`config.mk`:
```
export PLATFORM = sky130hd
export DESIGN_NAME = column_page_stream_parser_core
export DESIGN_NICKNAME = d
export VERILOG_FILES = /design/src/rtl/cpsp_pkg.sv /design/src/rtl/column_page_stream_parser_core.sv /design/src/rtl/cpsp_front.sv /design/src/rtl/cpsp_queue.sv /design/src/rtl/cpsp_back.sv
export SDC_FILE = /design/constraint.sdc
export NUM_CORES = 1
export LEC_CHECK = 0
export CAP_MARGIN = 25
export CORE_UTILIZATION = 60
export DETAILED_ROUTE_END_ITERATION = 10
export DONT_BUFFER_PORTS = 1
export PLACE_DENSITY_LB_ADDON = 0.25
export SYNTH_ARGS = -nofsm -noshare
export SYNTH_HDL_FRONTEND = slang
export SYNTH_SLANG_ARGS = --single-unit
```
`constraint.sdc`:
```
create_clock -name clk -period 4.9 [get_ports clk]
set_input_delay 0.49 -clock clk [delete_from_list [all_inputs] [get_ports clk]]
set_output_delay 0.49 -clock clk [all_outputs]
set_load 0.03 [all_outputs]
```
`src/rtl/cpsp_pkg.sv`:
```
// Shared types, phase codes and token codes of the column page stream parser.
`default_nettype none
package cpsp_pkg;

  localparam int QDEPTH_DEF = 4;

  localparam int PH_W = 4;
  localparam logic [PH_W-1:0] PH_COLIDX   = 4'd0;
  localparam logic [PH_W-1:0] PH_ISSTR    = 4'd1;
  localparam logic [PH_W-1:0] PH_DICT     = 4'd2;
  localparam logic [PH_W-1:0] PH_RAWCNT   = 4'd3;
  localparam logic [PH_W-1:0] PH_PSIZE    = 4'd4;
  localparam logic [PH_W-1:0] PH_PAGECNT  = 4'd5;
  localparam logic [PH_W-1:0] PH_LOCAL    = 4'd6;
  localparam logic [PH_W-1:0] PH_WIDTH    = 4'd7;
  localparam logic [PH_W-1:0] PH_ROWS     = 4'd8;
  localparam logic [PH_W-1:0] PH_STRLEN   = 4'd9;
  localparam logic [PH_W-1:0] PH_STRBYTE  = 4'd10;
  localparam logic [PH_W-1:0] PH_DICTSIZE = 4'd11;
  localparam logic [PH_W-1:0] PH_OFFCNT   = 4'd12;
  localparam logic [PH_W-1:0] PH_OFFSET   = 4'd13;

  localparam logic [3:0] K_COLIDX   = 4'd0;
  localparam logic [3:0] K_ISSTR    = 4'd1;
  localparam logic [3:0] K_DICT     = 4'd2;
  localparam logic [3:0] K_RAWCNT   = 4'd3;
  localparam logic [3:0] K_PAGECNT  = 4'd4;
  localparam logic [3:0] K_LOCAL    = 4'd5;
  localparam logic [3:0] K_WIDTH    = 4'd6;
  localparam logic [3:0] K_ROWS     = 4'd7;
  localparam logic [3:0] K_STRLEN   = 4'd8;
  localparam logic [3:0] K_STRBYTE  = 4'd9;
  localparam logic [3:0] K_DICTSIZE = 4'd10;
  localparam logic [3:0] K_OFFCNT   = 4'd11;
  localparam logic [3:0] K_OFFSET   = 4'd12;
  localparam logic [3:0] K_TRUNC    = 4'd13;

  localparam logic [2:0] ROLE_RAW     = 3'd0;
  localparam logic [2:0] ROLE_PAGEMIN = 3'd1;
  localparam logic [2:0] ROLE_DIFFMAX = 3'd4;
  localparam logic [2:0] ROLE_DICTENT = 3'd5;

  // One classified byte as it travels through the queue.
  typedef struct packed {
    logic [7:0] data;
    logic       eoi;
    logic       is_zero;
    logic       is_one;
  } entry_t;

endpackage
`default_nettype wire

```
`src/rtl/column_page_stream_parser_core.sv`:
```
// Top level of the column page stream parser: front end, queue and back end.
`default_nettype none
// The parser takes a compressed column stream one byte per beat and emits one
// token beat for every field that a byte completes: column index, flags, counts,
// page header fields, string lengths, string bytes and page offsets. Words are
// four bytes, little-endian; the page-size word is consumed silently and offsets
// wider than four bytes keep their low four bytes. A byte flagged as the end of
// input that does not finish a column yields a token with truncated_error set
// (a kind 13 token if that byte completes no field) and the parser restarts.
// Throughput is one byte per clock cycle while the output is not stalled, set
// by the back end, which advances its parse state on every byte it pulls from
// the queue. An accepted byte is written into the queue, and when the back end
// pulls it, it parses the byte and loads the output register. The queue (QDEPTH
// beats) lets the input side keep streaming while the output is stalled; bytes
// that produce no token still pass through the back end at one per cycle unless
// a stalled token holds the output register.
module column_page_stream_parser_core #(
  parameter int QDEPTH = cpsp_pkg::QDEPTH_DEF
) (
  input  wire logic        clk,
  input  wire logic        rst_n,
  input  wire logic        in_valid,
  output logic             in_stall,
  input  wire logic [7:0]  in_data_byte,
  input  wire logic        in_end_of_input,
  output logic             out_valid,
  input  wire logic        out_stall,
  output logic [3:0]       out_field_kind,
  output logic [2:0]       out_string_role,
  output logic [31:0]      out_field_value,
  output logic             out_column_end,
  output logic             out_truncated_error
);
  import cpsp_pkg::*;

  logic   push, q_full, q_valid, pop;
  entry_t push_entry, q_entry;

  // The front end tags each byte and stalls only when the queue is full.
  cpsp_front u_front (
    .in_valid        (in_valid),
    .in_stall        (in_stall),
    .in_data_byte    (in_data_byte),
    .in_end_of_input (in_end_of_input),
    .q_full          (q_full),
    .push            (push),
    .push_entry      (push_entry)
  );

  cpsp_queue #(.DEPTH(QDEPTH)) u_queue (
    .clk        (clk),
    .rst_n      (rst_n),
    .push       (push),
    .push_entry (push_entry),
    .full       (q_full),
    .pop        (pop),
    .q_valid    (q_valid),
    .q_entry    (q_entry)
  );

  // The back end pulls a byte whenever its output register is free or drains.
  cpsp_back u_back (
    .clk                 (clk),
    .rst_n               (rst_n),
    .q_valid             (q_valid),
    .q_entry             (q_entry),
    .pop                 (pop),
    .out_valid           (out_valid),
    .out_stall           (out_stall),
    .out_field_kind      (out_field_kind),
    .out_string_role     (out_string_role),
    .out_field_value     (out_field_value),
    .out_column_end      (out_column_end),
    .out_truncated_error (out_truncated_error)
  );
endmodule
`default_nettype wire

```
`src/rtl/cpsp_front.sv`:
```
// Front end: takes input beats, tags flag values and pushes them into the queue.
`default_nettype none
module cpsp_front (
  input  wire logic            in_valid,
  output logic                 in_stall,
  input  wire logic [7:0]      in_data_byte,
  input  wire logic            in_end_of_input,
  input  wire logic            q_full,
  output logic                 push,
  output cpsp_pkg::entry_t     push_entry
);
  import cpsp_pkg::*;

  assign in_stall = q_full;
  assign push     = in_valid && !q_full;

  always_comb begin
    push_entry.data    = in_data_byte;
    push_entry.eoi     = in_end_of_input;
    push_entry.is_zero = (in_data_byte == 8'd0);
    push_entry.is_one  = (in_data_byte == 8'd1);
  end
endmodule
`default_nettype wire

```
`src/rtl/cpsp_queue.sv`:
```
// Small queue that decouples the front end from the parser back end.
`default_nettype none
module cpsp_queue #(
  parameter int DEPTH = cpsp_pkg::QDEPTH_DEF
) (
  input  wire logic             clk,
  input  wire logic             rst_n,
  input  wire logic             push,
  input  wire cpsp_pkg::entry_t push_entry,
  output logic                  full,
  input  wire logic             pop,
  output logic                  q_valid,
  output cpsp_pkg::entry_t      q_entry
);
  import cpsp_pkg::*;

  localparam int PW = (DEPTH > 1) ? $clog2(DEPTH) : 1;
  localparam int CW = $clog2(DEPTH + 1);

  entry_t         mem_r [DEPTH];
  logic [PW-1:0]  wp_r, wp_nxt, rp_r, rp_nxt;
  logic [CW-1:0]  cnt_r, cnt_nxt;

  function automatic logic [PW-1:0] ptr_inc(input logic [PW-1:0] p);
    if (p == PW'(DEPTH - 1)) begin
      ptr_inc = '0;
    end else begin
      ptr_inc = p + 1'b1;
    end
  endfunction

  assign full    = (cnt_r == CW'(DEPTH));
  assign q_valid = (cnt_r != '0);
  assign q_entry = mem_r[rp_r];

  always_comb begin
    wp_nxt  = push ? ptr_inc(wp_r) : wp_r;
    rp_nxt  = pop ? ptr_inc(rp_r) : rp_r;
    cnt_nxt = cnt_r + CW'(push) - CW'(pop);
  end

  always_ff @(posedge clk) begin
    if (!rst_n) begin
      wp_r  <= '0;
      rp_r  <= '0;
      cnt_r <= '0;
    end else begin
      wp_r  <= wp_nxt;
      rp_r  <= rp_nxt;
      cnt_r <= cnt_nxt;
    end
  end

  always_ff @(posedge clk) begin
    if (push) begin
      mem_r[wp_r] <= push_entry;
    end
  end
endmodule
`default_nettype wire

```
`src/rtl/cpsp_back.sv`:
```
// Back end: walks the column layout one byte a cycle and registers the tokens.
`default_nettype none
module cpsp_back (
  input  wire logic             clk,
  input  wire logic             rst_n,
  input  wire logic             q_valid,
  input  wire cpsp_pkg::entry_t q_entry,
  output logic                  pop,
  output logic                  out_valid,
  input  wire logic             out_stall,
  output logic [3:0]            out_field_kind,
  output logic [2:0]            out_string_role,
  output logic [31:0]           out_field_value,
  output logic                  out_column_end,
  output logic                  out_truncated_error
);
  import cpsp_pkg::*;

  typedef struct packed {
    logic            colend;
    logic [PH_W-1:0] phase;
    logic [2:0]      slot;
    logic [31:0]     items;
  } sdone_t;

  logic [PH_W-1:0] phase_r, phase_nxt;
  logic [7:0]      pos_r, pos_nxt;
  logic [31:0]     acc_r, acc_nxt;
  logic [31:0]     items_r, items_nxt;
  logic [31:0]     pages_r, pages_nxt;
  logic [31:0]     strrem_r, strrem_nxt;
  logic [2:0]      slot_r, slot_nxt;
  logic [7:0]      offw_r, offw_nxt;

  logic            ov_r, ov_nxt;
  logic [3:0]      kind_r, kind_nxt;
  logic [2:0]      role_r, role_nxt;
  logic [31:0]     val_r, val_nxt;
  logic            ce_r, ce_nxt;
  logic            te_r, te_nxt;

  logic [7:0]      b;
  logic [7:0]      pos_inc;
  logic [31:0]     wa;
  logic            wdone;
  logic [31:0]     pages_dec;
  logic [31:0]     items_dec;
  logic [31:0]     strrem_dec;
  logic            have, colend, trunc;
  sdone_t          sd;

  // Bookkeeping after a string ends: next string, next bound, or page part.
  function automatic sdone_t string_done(input logic [2:0] slot,
                                         input logic [31:0] items);
    sdone_t r;
    logic [31:0] idec;
    idec     = (items != '0) ? items - 32'd1 : '0;
    r.colend = 1'b0;
    r.phase  = PH_STRLEN;
    r.slot   = slot;
    r.items  = items;
    if (slot == ROLE_RAW) begin
      r.items  = idec;
      r.colend = (idec == '0);
    end else if (slot < ROLE_DIFFMAX) begin
      r.slot = slot + 3'd1;
    end else if (slot == ROLE_DIFFMAX) begin
      r.phase = PH_DICTSIZE;
    end else begin
      r.items = idec;
      r.phase = (idec == '0) ? PH_OFFCNT : PH_STRLEN;
    end
    return r;
  endfunction

  assign pop = q_valid && (!ov_r || !out_stall);
  assign b   = q_entry.data;

  always_comb begin
    pos_inc    = pos_r + 8'd1;
    wa         = acc_r | ({24'd0, b} << {pos_r[1:0], 3'b000});
    wdone      = (pos_inc >= 8'd4);
    pages_dec  = (pages_r != '0) ? pages_r - 32'd1 : '0;
    items_dec  = (items_r != '0) ? items_r - 32'd1 : '0;
    strrem_dec = (strrem_r != '0) ? strrem_r - 32'd1 : '0;
    sd         = string_done(slot_r, items_r);

    phase_nxt  = phase_r;
    pos_nxt    = pos_r;
    acc_nxt    = acc_r;
    items_nxt  = items_r;
    pages_nxt  = pages_r;
    strrem_nxt = strrem_r;
    slot_nxt   = slot_r;
    offw_nxt   = offw_r;
    have       = 1'b0;
    colend     = 1'b0;
    kind_nxt   = K_COLIDX;
    role_nxt   = ROLE_RAW;
    val_nxt    = '0;

    // Word phases share one little-endian assembler.
    if (phase_r == PH_COLIDX || phase_r == PH_RAWCNT || phase_r == PH_PSIZE ||
        phase_r == PH_PAGECNT || phase_r == PH_ROWS || phase_r == PH_STRLEN ||
        phase_r == PH_DICTSIZE || phase_r == PH_OFFCNT) begin
      if (wdone) begin
        acc_nxt = '0;
        pos_nxt = '0;
      end else begin
        acc_nxt = wa;
        pos_nxt = pos_inc;
      end
    end

    unique case (phase_r)
      PH_COLIDX: begin
        if (wdone) begin
          have = 1'b1; kind_nxt = K_COLIDX; val_nxt = wa; phase_nxt = PH_ISSTR;
        end
      end
      PH_ISSTR: begin
        have = 1'b1; kind_nxt = K_ISSTR; val_nxt = {31'd0, q_entry.is_one};
        phase_nxt = PH_DICT;
      end
      PH_DICT: begin
        have = 1'b1; kind_nxt = K_DICT; val_nxt = {31'd0, q_entry.is_one};
        phase_nxt = q_entry.is_one ? PH_PSIZE : PH_RAWCNT;
      end
      PH_RAWCNT: begin
        if (wdone) begin
          have = 1'b1; kind_nxt = K_RAWCNT; val_nxt = wa;
          items_nxt = wa; slot_nxt = ROLE_RAW;
          if (wa == '0) begin
            colend = 1'b1;
          end else begin
            phase_nxt = PH_STRLEN;
          end
        end
      end
      PH_PSIZE: begin
        if (wdone) begin
          phase_nxt = PH_PAGECNT;
        end
      end
      PH_PAGECNT: begin
        if (wdone) begin
          have = 1'b1; kind_nxt = K_PAGECNT; val_nxt = wa; pages_nxt = wa;
          if (wa == '0) begin
            colend = 1'b1;
          end else begin
            phase_nxt = PH_LOCAL;
          end
        end
      end
      PH_LOCAL: begin
        have = 1'b1; kind_nxt = K_LOCAL; val_nxt = {31'd0, q_entry.is_zero};
        phase_nxt = PH_WIDTH;
      end
      PH_WIDTH: begin
        have = 1'b1; kind_nxt = K_WIDTH; val_nxt = {24'd0, b}; offw_nxt = b;
        phase_nxt = PH_ROWS;
      end
      PH_ROWS: begin
        if (wdone) begin
          have = 1'b1; kind_nxt = K_ROWS; val_nxt = wa;
          slot_nxt = ROLE_PAGEMIN; phase_nxt = PH_STRLEN;
        end
      end
      PH_STRLEN: begin
        if (wdone) begin
          have = 1'b1; kind_nxt = K_STRLEN; role_nxt = slot_r; val_nxt = wa;
          strrem_nxt = wa;
          if (wa == '0) begin
            colend = sd.colend; phase_nxt = sd.phase;
            slot_nxt = sd.slot; items_nxt = sd.items;
          end else begin
            phase_nxt = PH_STRBYTE;
          end
        end
      end
      PH_STRBYTE: begin
        have = 1'b1; kind_nxt = K_STRBYTE; role_nxt = slot_r; val_nxt = {24'd0, b};
        strrem_nxt = strrem_dec;
        if (strrem_dec == '0) begin
          colend = sd.colend; phase_nxt = sd.phase;
          slot_nxt = sd.slot; items_nxt = sd.items;
        end
      end
      PH_DICTSIZE: begin
        if (wdone) begin
          have = 1'b1; kind_nxt = K_DICTSIZE; val_nxt = wa;
          items_nxt = wa; slot_nxt = ROLE_DICTENT;
          phase_nxt = (wa == '0) ? PH_OFFCNT : PH_STRLEN;
        end
      end
      PH_OFFCNT: begin
        if (wdone) begin
          have = 1'b1; kind_nxt = K_OFFCNT; val_nxt = wa; items_nxt = wa;
          if (wa == '0 || offw_r == '0) begin
            pages_nxt = pages_dec;
            if (pages_dec == '0) begin
              colend = 1'b1;
            end else begin
              phase_nxt = PH_LOCAL;
            end
          end else begin
            phase_nxt = PH_OFFSET;
          end
        end
      end
      PH_OFFSET: begin
        // Bytes past the fourth are consumed but not kept.
        acc_nxt = (pos_r < 8'd4) ? wa : acc_r;
        pos_nxt = pos_inc;
        if (pos_inc >= offw_r) begin
          have = 1'b1; kind_nxt = K_OFFSET; val_nxt = acc_nxt;
          acc_nxt = '0; pos_nxt = '0; items_nxt = items_dec;
          if (items_dec == '0) begin
            pages_nxt = pages_dec;
            if (pages_dec == '0) begin
              colend = 1'b1;
            end else begin
              phase_nxt = PH_LOCAL;
            end
          end
        end
      end
      default: begin
        phase_nxt = PH_COLIDX;
      end
    endcase

    trunc = q_entry.eoi && !colend;
    if (colend || trunc) begin
      phase_nxt  = PH_COLIDX;
      pos_nxt    = '0;
      acc_nxt    = '0;
      items_nxt  = '0;
      pages_nxt  = '0;
      strrem_nxt = '0;
      slot_nxt   = '0;
      offw_nxt   = '0;
    end
    if (trunc && !have) begin
      have = 1'b1; kind_nxt = K_TRUNC; role_nxt = ROLE_RAW; val_nxt = '0;
    end
    ce_nxt = colend;
    te_nxt = trunc;

    if (pop) begin
      ov_nxt = have;
    end else if (!out_stall) begin
      ov_nxt = 1'b0;
    end else begin
      ov_nxt = ov_r;
    end
  end

  always_ff @(posedge clk) begin
    if (!rst_n) begin
      phase_r  <= PH_COLIDX;
      pos_r    <= '0;
      acc_r    <= '0;
      items_r  <= '0;
      pages_r  <= '0;
      strrem_r <= '0;
      slot_r   <= '0;
      offw_r   <= '0;
      ov_r     <= 1'b0;
    end else begin
      ov_r <= ov_nxt;
      if (pop) begin
        phase_r  <= phase_nxt;
        pos_r    <= pos_nxt;
        acc_r    <= acc_nxt;
        items_r  <= items_nxt;
        pages_r  <= pages_nxt;
        strrem_r <= strrem_nxt;
        slot_r   <= slot_nxt;
        offw_r   <= offw_nxt;
      end
    end
  end

  always_ff @(posedge clk) begin
    if (pop) begin
      kind_r <= kind_nxt;
      role_r <= role_nxt;
      val_r  <= val_nxt;
      ce_r   <= ce_nxt;
      te_r   <= te_nxt;
    end
  end

  assign out_valid           = ov_r;
  assign out_field_kind      = kind_r;
  assign out_string_role     = role_r;
  assign out_field_value     = val_r;
  assign out_column_end      = ce_r;
  assign out_truncated_error = te_r;
endmodule
`default_nettype wire

```
==> out/qor.csv, run 1 <==
stage,metric,value,unit
global_route,met2 Use GR,0.5823,
timing,fin crit share,0.9225,
cells_and_area,fin nets,1836,
global_route,Global Route met3 Usage,0.1065,
pwr,Sw Ratio,0.5061,
worst_setup_path,WP data required,5.37,ns
logic_synthesis,Synth Area in XOR/XNOR,0.04753,
timing,final setup TNS,0,ns
pwr,total net switching power,7140,µW
worst_setup_path,CP arrival,4.99,ns
worst_setup_path,CP Max Fanout,32,
timing,number of hold violations in the final report,0,
timing,RSZ-0062 raised after global routing,no,
logic_synthesis,"area leader, netlist",dfxtp_1,
drt,Final ANT Viol Nets,0,
cells_and_area,layout cells sized above 1,0.09131,
drt,Detailed Route Iter0 Violations,2064,
logic_synthesis,Synth area leaders,"dfxtp_1 21%, edfxtp_1 17%, nor2_1 5.1%",
drt,vias per cell,6.902,
worst_setup_path,crit path launch type,flip-flop,
logic_synthesis,top cell type's share of synthesized area,0.2108,
drt,drt wl/cell,24.04,µm
global_route,Most Crowded Layer GR,met2,
placement,Port Buf Inserts,0,
global_route,largest net degree at the start of global routing,65,
timing,fmax,221.2,MHz
job,max-cap viol count,0,
cts,CTS Root Cell,clkbuf_16,
logic_synthesis,post-synthesis compound-gate area fraction,0.1891,
cts,CTS tree,yes,
timing,worst clock skew,0.01141,ns
timing,Worst Tran Pin Value,1.191,ns
floorplanning,die height,161.7,µm
floorplanning,core area,0.02511,mm²
global_route,Total GRT Usage,0.3910,
global_route,global-route wire length before repair,79120,µm
worst_setup_path,Crit Path Category,flip-flop to flip-flop,
worst_setup_path,reg2reg setup slack,0.38,ns
cells_and_area,Finished Core Util,0.6624,
cts,clock transition at the registers of the reported paths,0.07,ns
floorplanning,I/O Pins,56,
logic_synthesis,Main synth FF type,dfxtp_1,
timing,slew margin rel.,0.2058,
logic_synthesis,commonest cells in the netlist,"209 x nor2_1, 161 x dfxtp_1, 156 x a21oi_1",
drt,1st-pass router iterations,6,
logic_synthesis,Post-Synthesis Cell Area,0.01529,mm²
placement,pre-CTS setup slack,0.3077,ns
logic_synthesis,Mapped Cells,1839,
timing,Period minus WS final,4.520,ns
floorplanning,DIE AREA,0.02613,mm²
logic_synthesis,"Async S/R FF share, synth",0,
logic_synthesis,multiplexer share of the synthesized area,0.02741,
pwr,VDD IR max,1.023,mV
logic_synthesis,main combinational cell family by area after synthesis,simple AND/OR/NAND/NOR gates,
logic_synthesis,Synth cell types,94,
cts,CTS Sinks,246,
cts,post-CTS sizing,0,
logic_synthesis,top-count cell post-synth,nor2_1,
pwr,internal power,6968,µW
status,status,"complete, no violations",
worst_setup_path,critical path endpoint category,flip-flop,
logic_synthesis,Avg Inst Size Synth,8.316,µm²
cts,Setup Buffers After CTS,0,
logic_synthesis,post-synthesis simple-gate area fraction,0.2922,
pwr,clock power share,0.153,
logic_synthesis,adder-cell share of the synthesized area,0.02094,
pwr,Leakage,0.006142,µW
placement,Final GP Congestion,1.008,
logic_synthesis,Yosys warning count,0,
cts,Num CTS Buffers,26,
drt,total number of vias,14840,
timing,setup violators final,0,
cts,H-tree lvl count,1,
global_route,vias in the first global route,13710,
pwr,Power Total,14110,µW
cts,CTS max path bufs,3,
pwr,Sequential Power Share,0.255,
floorplanning,chip width,161.7,µm
logic_synthesis,"Seq/Total Area, Yosys",0.3776,
hold_path,worst hold path type,primary input to flip-flop,
timing,final hold slack,0.03135,ns
cells_and_area,Layout fillers,2151,
floorplanning,initial core utilization,0.6091,
drt,DRT Wirelength,51690,µm
global_route,initial antenna violation count,2,
logic_synthesis,post-synthesis sequential element count,246,
floorplanning,std cell rows,58,
global_route,met1 Usage GRT,0.5240,
logic_synthesis,Post-synth EDFFs,85,
pwr,Gate power share,0.591,
cts,Clock Latency Late Sink,0.55,ns
drt,# DRC,0,
logic_synthesis,syn_nets,1877,
placement,hpwl dp,36760,µm
global_route,total global routing overflow,0,
cts,post-cts hold buffer count,0,
timing,setup ws final,0.3799,ns
timing,Slew Limit Fails,0,
pwr,PwrDens,848.1,mW/mm²
cells_and_area,Syn-to-layout area delta,8.762,%
## flip-flops by register name, summed over array words and instances, names as in the netlist, 4 cells and up, named ones only
| name | flops |
|---|---|
| u_back.out_field_kind | 4 |
| u_back.pos_r | 8 |
| u_back.strrem_r | 32 |
| u_back.items_r | 32 |
| u_back.out_field_value | 32 |
| u_queue.mem_r | 44 |
| u_back.pages_r | 32 |
| u_back.phase_r | 4 |
| u_back.offw_r | 8 |
| u_back.acc_r | 32 |
## worst paths after layout
path                          start                  end  cells past startpoint
setup / recovery  u_back.pages_r[0]     u_back.acc_r[12]                     14
hold / removal      in_data_byte[6]  u_queue.mem_r[3][9]                      0
setup reg to reg  u_back.pages_r[0]     u_back.acc_r[12]                     14
hold reg to reg   u_back.items_r[7]    u_back.items_r[7]                      2
## routing by layer
metal | routed length, µm | up-vias
li1 | - | 6727
met1 | 20640 | 7081
met2 | 22380 | 851
met3 | 5909 | 179
met4 | 2679 | 2
met5 | 71 | -
## per-stage QoR
stage,std cells,instance area [µm²]
after detailed placement,2098,15660
after CTS,2146,16600
after global placement,2096,15650
final,2150,16630
after global routing,2148,16630
after floorplan,1839,15290
## cell usage in the layout (no fill, tap or decap), drive strengths merged, types with 32 or more instances in the layout
| cell | n |
|---|---|
| inv | 37 |
| nor3 | 117 |
| clkbuf | 32 |
| nand2 | 105 |
| xnor2 | 53 |
| nor4 | 63 |
| a21oi | 158 |
| or3 | 34 |
| o21ai | 88 |
| edfxtp | 85 |
| buf | 59 |
| nand3 | 80 |
| nand2b | 54 |
| dfxtp | 161 |
| nor2 | 211 |
| and2 | 34 |
## worst max-delay path, cell delays in order, from the launching register on
cell and delay, ns:
dfxtp_1 0.37, inv_1 0.14, ha_1 0.31, or4b_2 0.76
xnor2_1 0.18, o31a_1 0.29, nor4b_1 0.39, nand4b_1 0.16
o31ai_1 0.39, a32oi_1 0.21, or2_1 0.33, a221oi_4 0.28
buf_4 0.37, nor2_1 0.08, nor3_1 0.16
## final cells by class
type	instances	area, µm²	share of cell area
sequential	246	5776	0.3472
multi-input combinational	1426	8871	0.5333
tap	330	412.9	0.02482
clock buffer	31	699.4	0.04205
inverter	38	142.6	0.008575
timing repair buffer	60	486.7	0.02926
clock inverter	17	240.2	0.01444
antenna	2	5.005	0.0003009
## logic make-up after synthesis
logic type,after synthesis
adder cells (fa/ha/maj),25
flip-flops,246
buffers and inverters,167
AND/OR/NAND/NOR,840
XOR/XNOR,83
multiplexers,28
AO/OA/AOI/OAI,450
## power by group through the flow
stage                     Sequential (µW)  Clock [µW]  Combinational [µW]
after global placement               3620           0                7920
after detailed placement             3640           0                7970
after CTS                            3600        2170                8030
after global routing                 3550        2250                7090
after floorplan                      3380           0                5900
final                                3600        2160                8340
(Power assumes the default switching activity.)
==> run 2, diff against run 1 <==
--- a/config.mk
+++ b/config.mk
@@ -6,7 +6,7 @@
 export NUM_CORES = 1
 export LEC_CHECK = 0
 export CAP_MARGIN = 25
-export CORE_UTILIZATION = 60
+export CORE_UTILIZATION = 59
 export DETAILED_ROUTE_END_ITERATION = 10
 export DONT_BUFFER_PORTS = 1
 export PLACE_DENSITY_LB_ADDON = 0.25
==> constraint.sdc (replaced) <==
create_clock -name clk -period 4.1 [get_ports clk]
set_input_delay 0.41 -clock clk [delete_from_list [all_inputs] [get_ports clk]]
set_output_delay 0.41 -clock clk [all_outputs]
set_load 0.03 [all_outputs]
==> run 2 against run 1 <==
Compared with the run above:
- setup slack got worse by 0.25 ns
- via count grew 2.6%
- hold slack worse by 0.0094 ns
- register-to-register slack worse by 0.25 ns
- die area is 1.7% higher
- maximum frequency up 14%
- first-iteration DRC count up 0.63%
- routed wire length shrank 0.99%
- utilization rose by 2.1 points
- count of clock-buffer cells in the layout up 4
- non-clock buffer count rose by 61
- highest routed layer unchanged
==> out/qor.csv, run 2 (same netlist as run 1, synthesis figures left out) <==
stage,metric,value,unit,change
timing,slew margin rel.,0.2067,,+0.0008690
placement,hpwl dp,35240,µm,-4.1%
cts,Num CTS Buffers,28,,+7.7%
drt,drt wl/cell,23.11,µm,-3.9%
timing,number of hold violations in the final report,0,,unchanged
global_route,largest net degree at the start of global routing,64,,-1.5%
worst_setup_path,critical path endpoint category,flip-flop,,
floorplanning,I/O Pins,56,,unchanged
cells_and_area,largest register by flop count,u_queue.mem_r,,
cells_and_area,"commonest cells after routing, fill and taps aside","207 x nor2_1, 160 x dfxtp_1, 154 x a21oi_1, 112 x nor3_1",,
status,status,"complete, no violations",,
worst_setup_path,crit path launch type,flip-flop,,
cells_and_area,multi-input logic area,0.008986,mm²,+1.3%
cells_and_area,Largest register FFs,44,,unchanged
floorplanning,std cell rows,58,,unchanged
cts,H-tree lvl count,1,,unchanged
global_route,vias in the first global route,14020,,+2.3%
worst_setup_path,WP data required,4.53,ns,-0.84 ns
hold_path,worst hold path type,primary input to flip-flop,,
drt,# DRC,0,,unchanged
drt,vias per cell,6.873,,-0.43%
worst_setup_path,Crit path largest cell delay,0.61,ns,-0.15 ns
worst_setup_path,CP arrival,4.40,ns,-0.59 ns
cts,clock transition at the registers of the reported paths,0.06,ns,about the same
timing,fin crit share,0.9682,,+0.04571
cells_and_area,Layout fillers,2057,,-4.4%
timing,setup ws final,0.1305,ns,-0.2494 ns
worst_setup_path,Crit-path slowest cell,or4_4,,
cts,Clock Latency Late Sink,0.56,ns,about the same
worst_setup_path,"critical path, cell by cell",or4_4 -> or4_1 -> o31ai_1 -> nand2_1 -> nor4b_1 -> a41o_1 -> nand2_2 -> o211ai_4 -> buf_4 -> nor3_4 -> nor4bb_1 -> buf_4 -> a22o_1,,
job,max-cap viol count,0,,unchanged
global_route,total global routing overflow,0,,unchanged
drt,total number of vias,15220,,+2.6%
global_route,initial antenna violation count,0,,-2
drt,Detailed Route Iter0 Violations,2077,,+0.63%
floorplanning,chip width,163,µm,+0.84%
timing,Slew Limit Fails,0,,unchanged
timing,setup violators final,0,,unchanged
worst_setup_path,crit-path most repeated cell,buf_4,,
cells_and_area,Syn-to-layout area delta,13.11,%,
cts,CTS max path bufs,3,,unchanged
global_route,Total GRT Usage,0.3812,,-0.009842
worst_setup_path,reg2reg setup slack,0.13,ns,-0.25 ns
drt,1st-pass router iterations,9,,+3
placement,Final GP Congestion,1.019,,+1.0%
floorplanning,core area,0.02533,mm²,+0.87%
cells_and_area,Reg area,0.005777,mm²,about the same
worst_setup_path,"CP delay by family, top",simple AND/OR/NAND/NOR gates,,
drt,DRT Wirelength,51180,µm,-0.99%
floorplanning,DIE AREA,0.02657,mm²,+1.7%
drt,Final ANT Viol Nets,0,,unchanged
timing,Worst Tran Pin Value,1.190,ns,-0.001303 ns
cells_and_area,"commonest non-fill, non-tap cell in the layout",nor2_1,,
cells_and_area,fin nets,1899,,+3.4%
timing,fmax,251.9,MHz,+14%
cts,CTS Sinks,246,,unchanged
placement,pre-CTS setup slack,-0.001718,ns,-0.3094 ns
timing,worst clock skew,0.02382,ns,+0.01242 ns
floorplanning,die height,163,µm,+0.84%
worst_setup_path,WP buf/inv,2,,unchanged
cts,CTS tree,yes,,
global_route,global-route wire length before repair,78830,µm,-0.37%
placement,Port Buf Inserts,0,,unchanged
worst_setup_path,CP Max Fanout,8,,-75%
cts,CTS Root Cell,clkbuf_16,,
timing,Period minus WS final,3.970,ns,-0.5506 ns
cells_and_area,layout cells sized above 1,0.1264,,+0.03508
cts,Setup Buffers After CTS,0,,unchanged
floorplanning,initial core utilization,0.6038,,-0.005236
worst_setup_path,Crit Path Category,flip-flop to flip-flop,,
[run 2: changes by cell type in the layout (fill, tap and decap cells not counted), sizes merged]
cell and change:
bufinv -2, buf +52, clkbuf +3, clkinv -1, dlygate4sd3 +10, inv +3
[run 2: final timing paths]
check | cells past startpoint | start | endpoint
hold reg to reg | 2 | u_queue.rp_r[1] | flip-flop
setup reg to reg | 13 | u_back.items_r[12] | u_back.offw_r[5]
hold / removal | 2 | rst_n | u_back.slot_r[0]
setup / recovery | 13 | u_back.items_r[12] | u_back.offw_r[5]
[run 2: final cells by class]
| cell class | instances | share of cell area |
|---|---|---|
| Antenna cell | 2 | 0.0002893 |
| Clock buffer | 35 | 0.04383 |
| Clock inverter | 17 | 0.01114 |
| Inverter | 38 | 0.008245 |
| Multi-Input combinational cell | 1426 | 0.5195 |
| Sequential cell | 246 | 0.3339 |
| Tap cell | 330 | 0.02387 |
| Timing Repair Buffer | 121 | 0.05924 |
[run 2: stage by stage]
stage	hold WS [ns]	cell area, µm²	TNS [ns]	instances	utilization
floorplan	0.4541	15290	0	1839	-
global placement	0.4784	16120	0	2151	0.6366
detailed placement	0.4807	16120	-0.001718	2151	0.6366
CTS	0.01897	17180	0	2213	0.6784
global route	0.01467	17290	-0.004864	2213	0.6828
finish	0.02198	17300	0	2215	0.6830
[run 2: repair_timing]
action                                 4_1_cts  5_1_grt
hold buffers                                10        0
gates resized for setup                      2       20
gates cloned                                 0        0
pin swaps                                    0        3
endpoints found under the hold margin       52        0
setup endpoints to repair                   18      152
[run 2: routing by layer]
layer / wire length [µm] / vias to the layer above / global-route usage / part of all wire
li1: - / 6854 / - / -
met1: 20140 / 7190 / 0.5041 / 0.39
met2: 22440 / 993 / 0.5849 / 0.44
met3: 5870 / 184 / 0.08403 / 0.11
met4: 2635 / 2 / 0.1861 / 0.051
met5: 98 / - / 0.02652 / 0.0019
Power of run 2 is left out: the tool's default activity adds up to more than one toggle a clock period on the data nets, which glitch-free logic cannot reach.
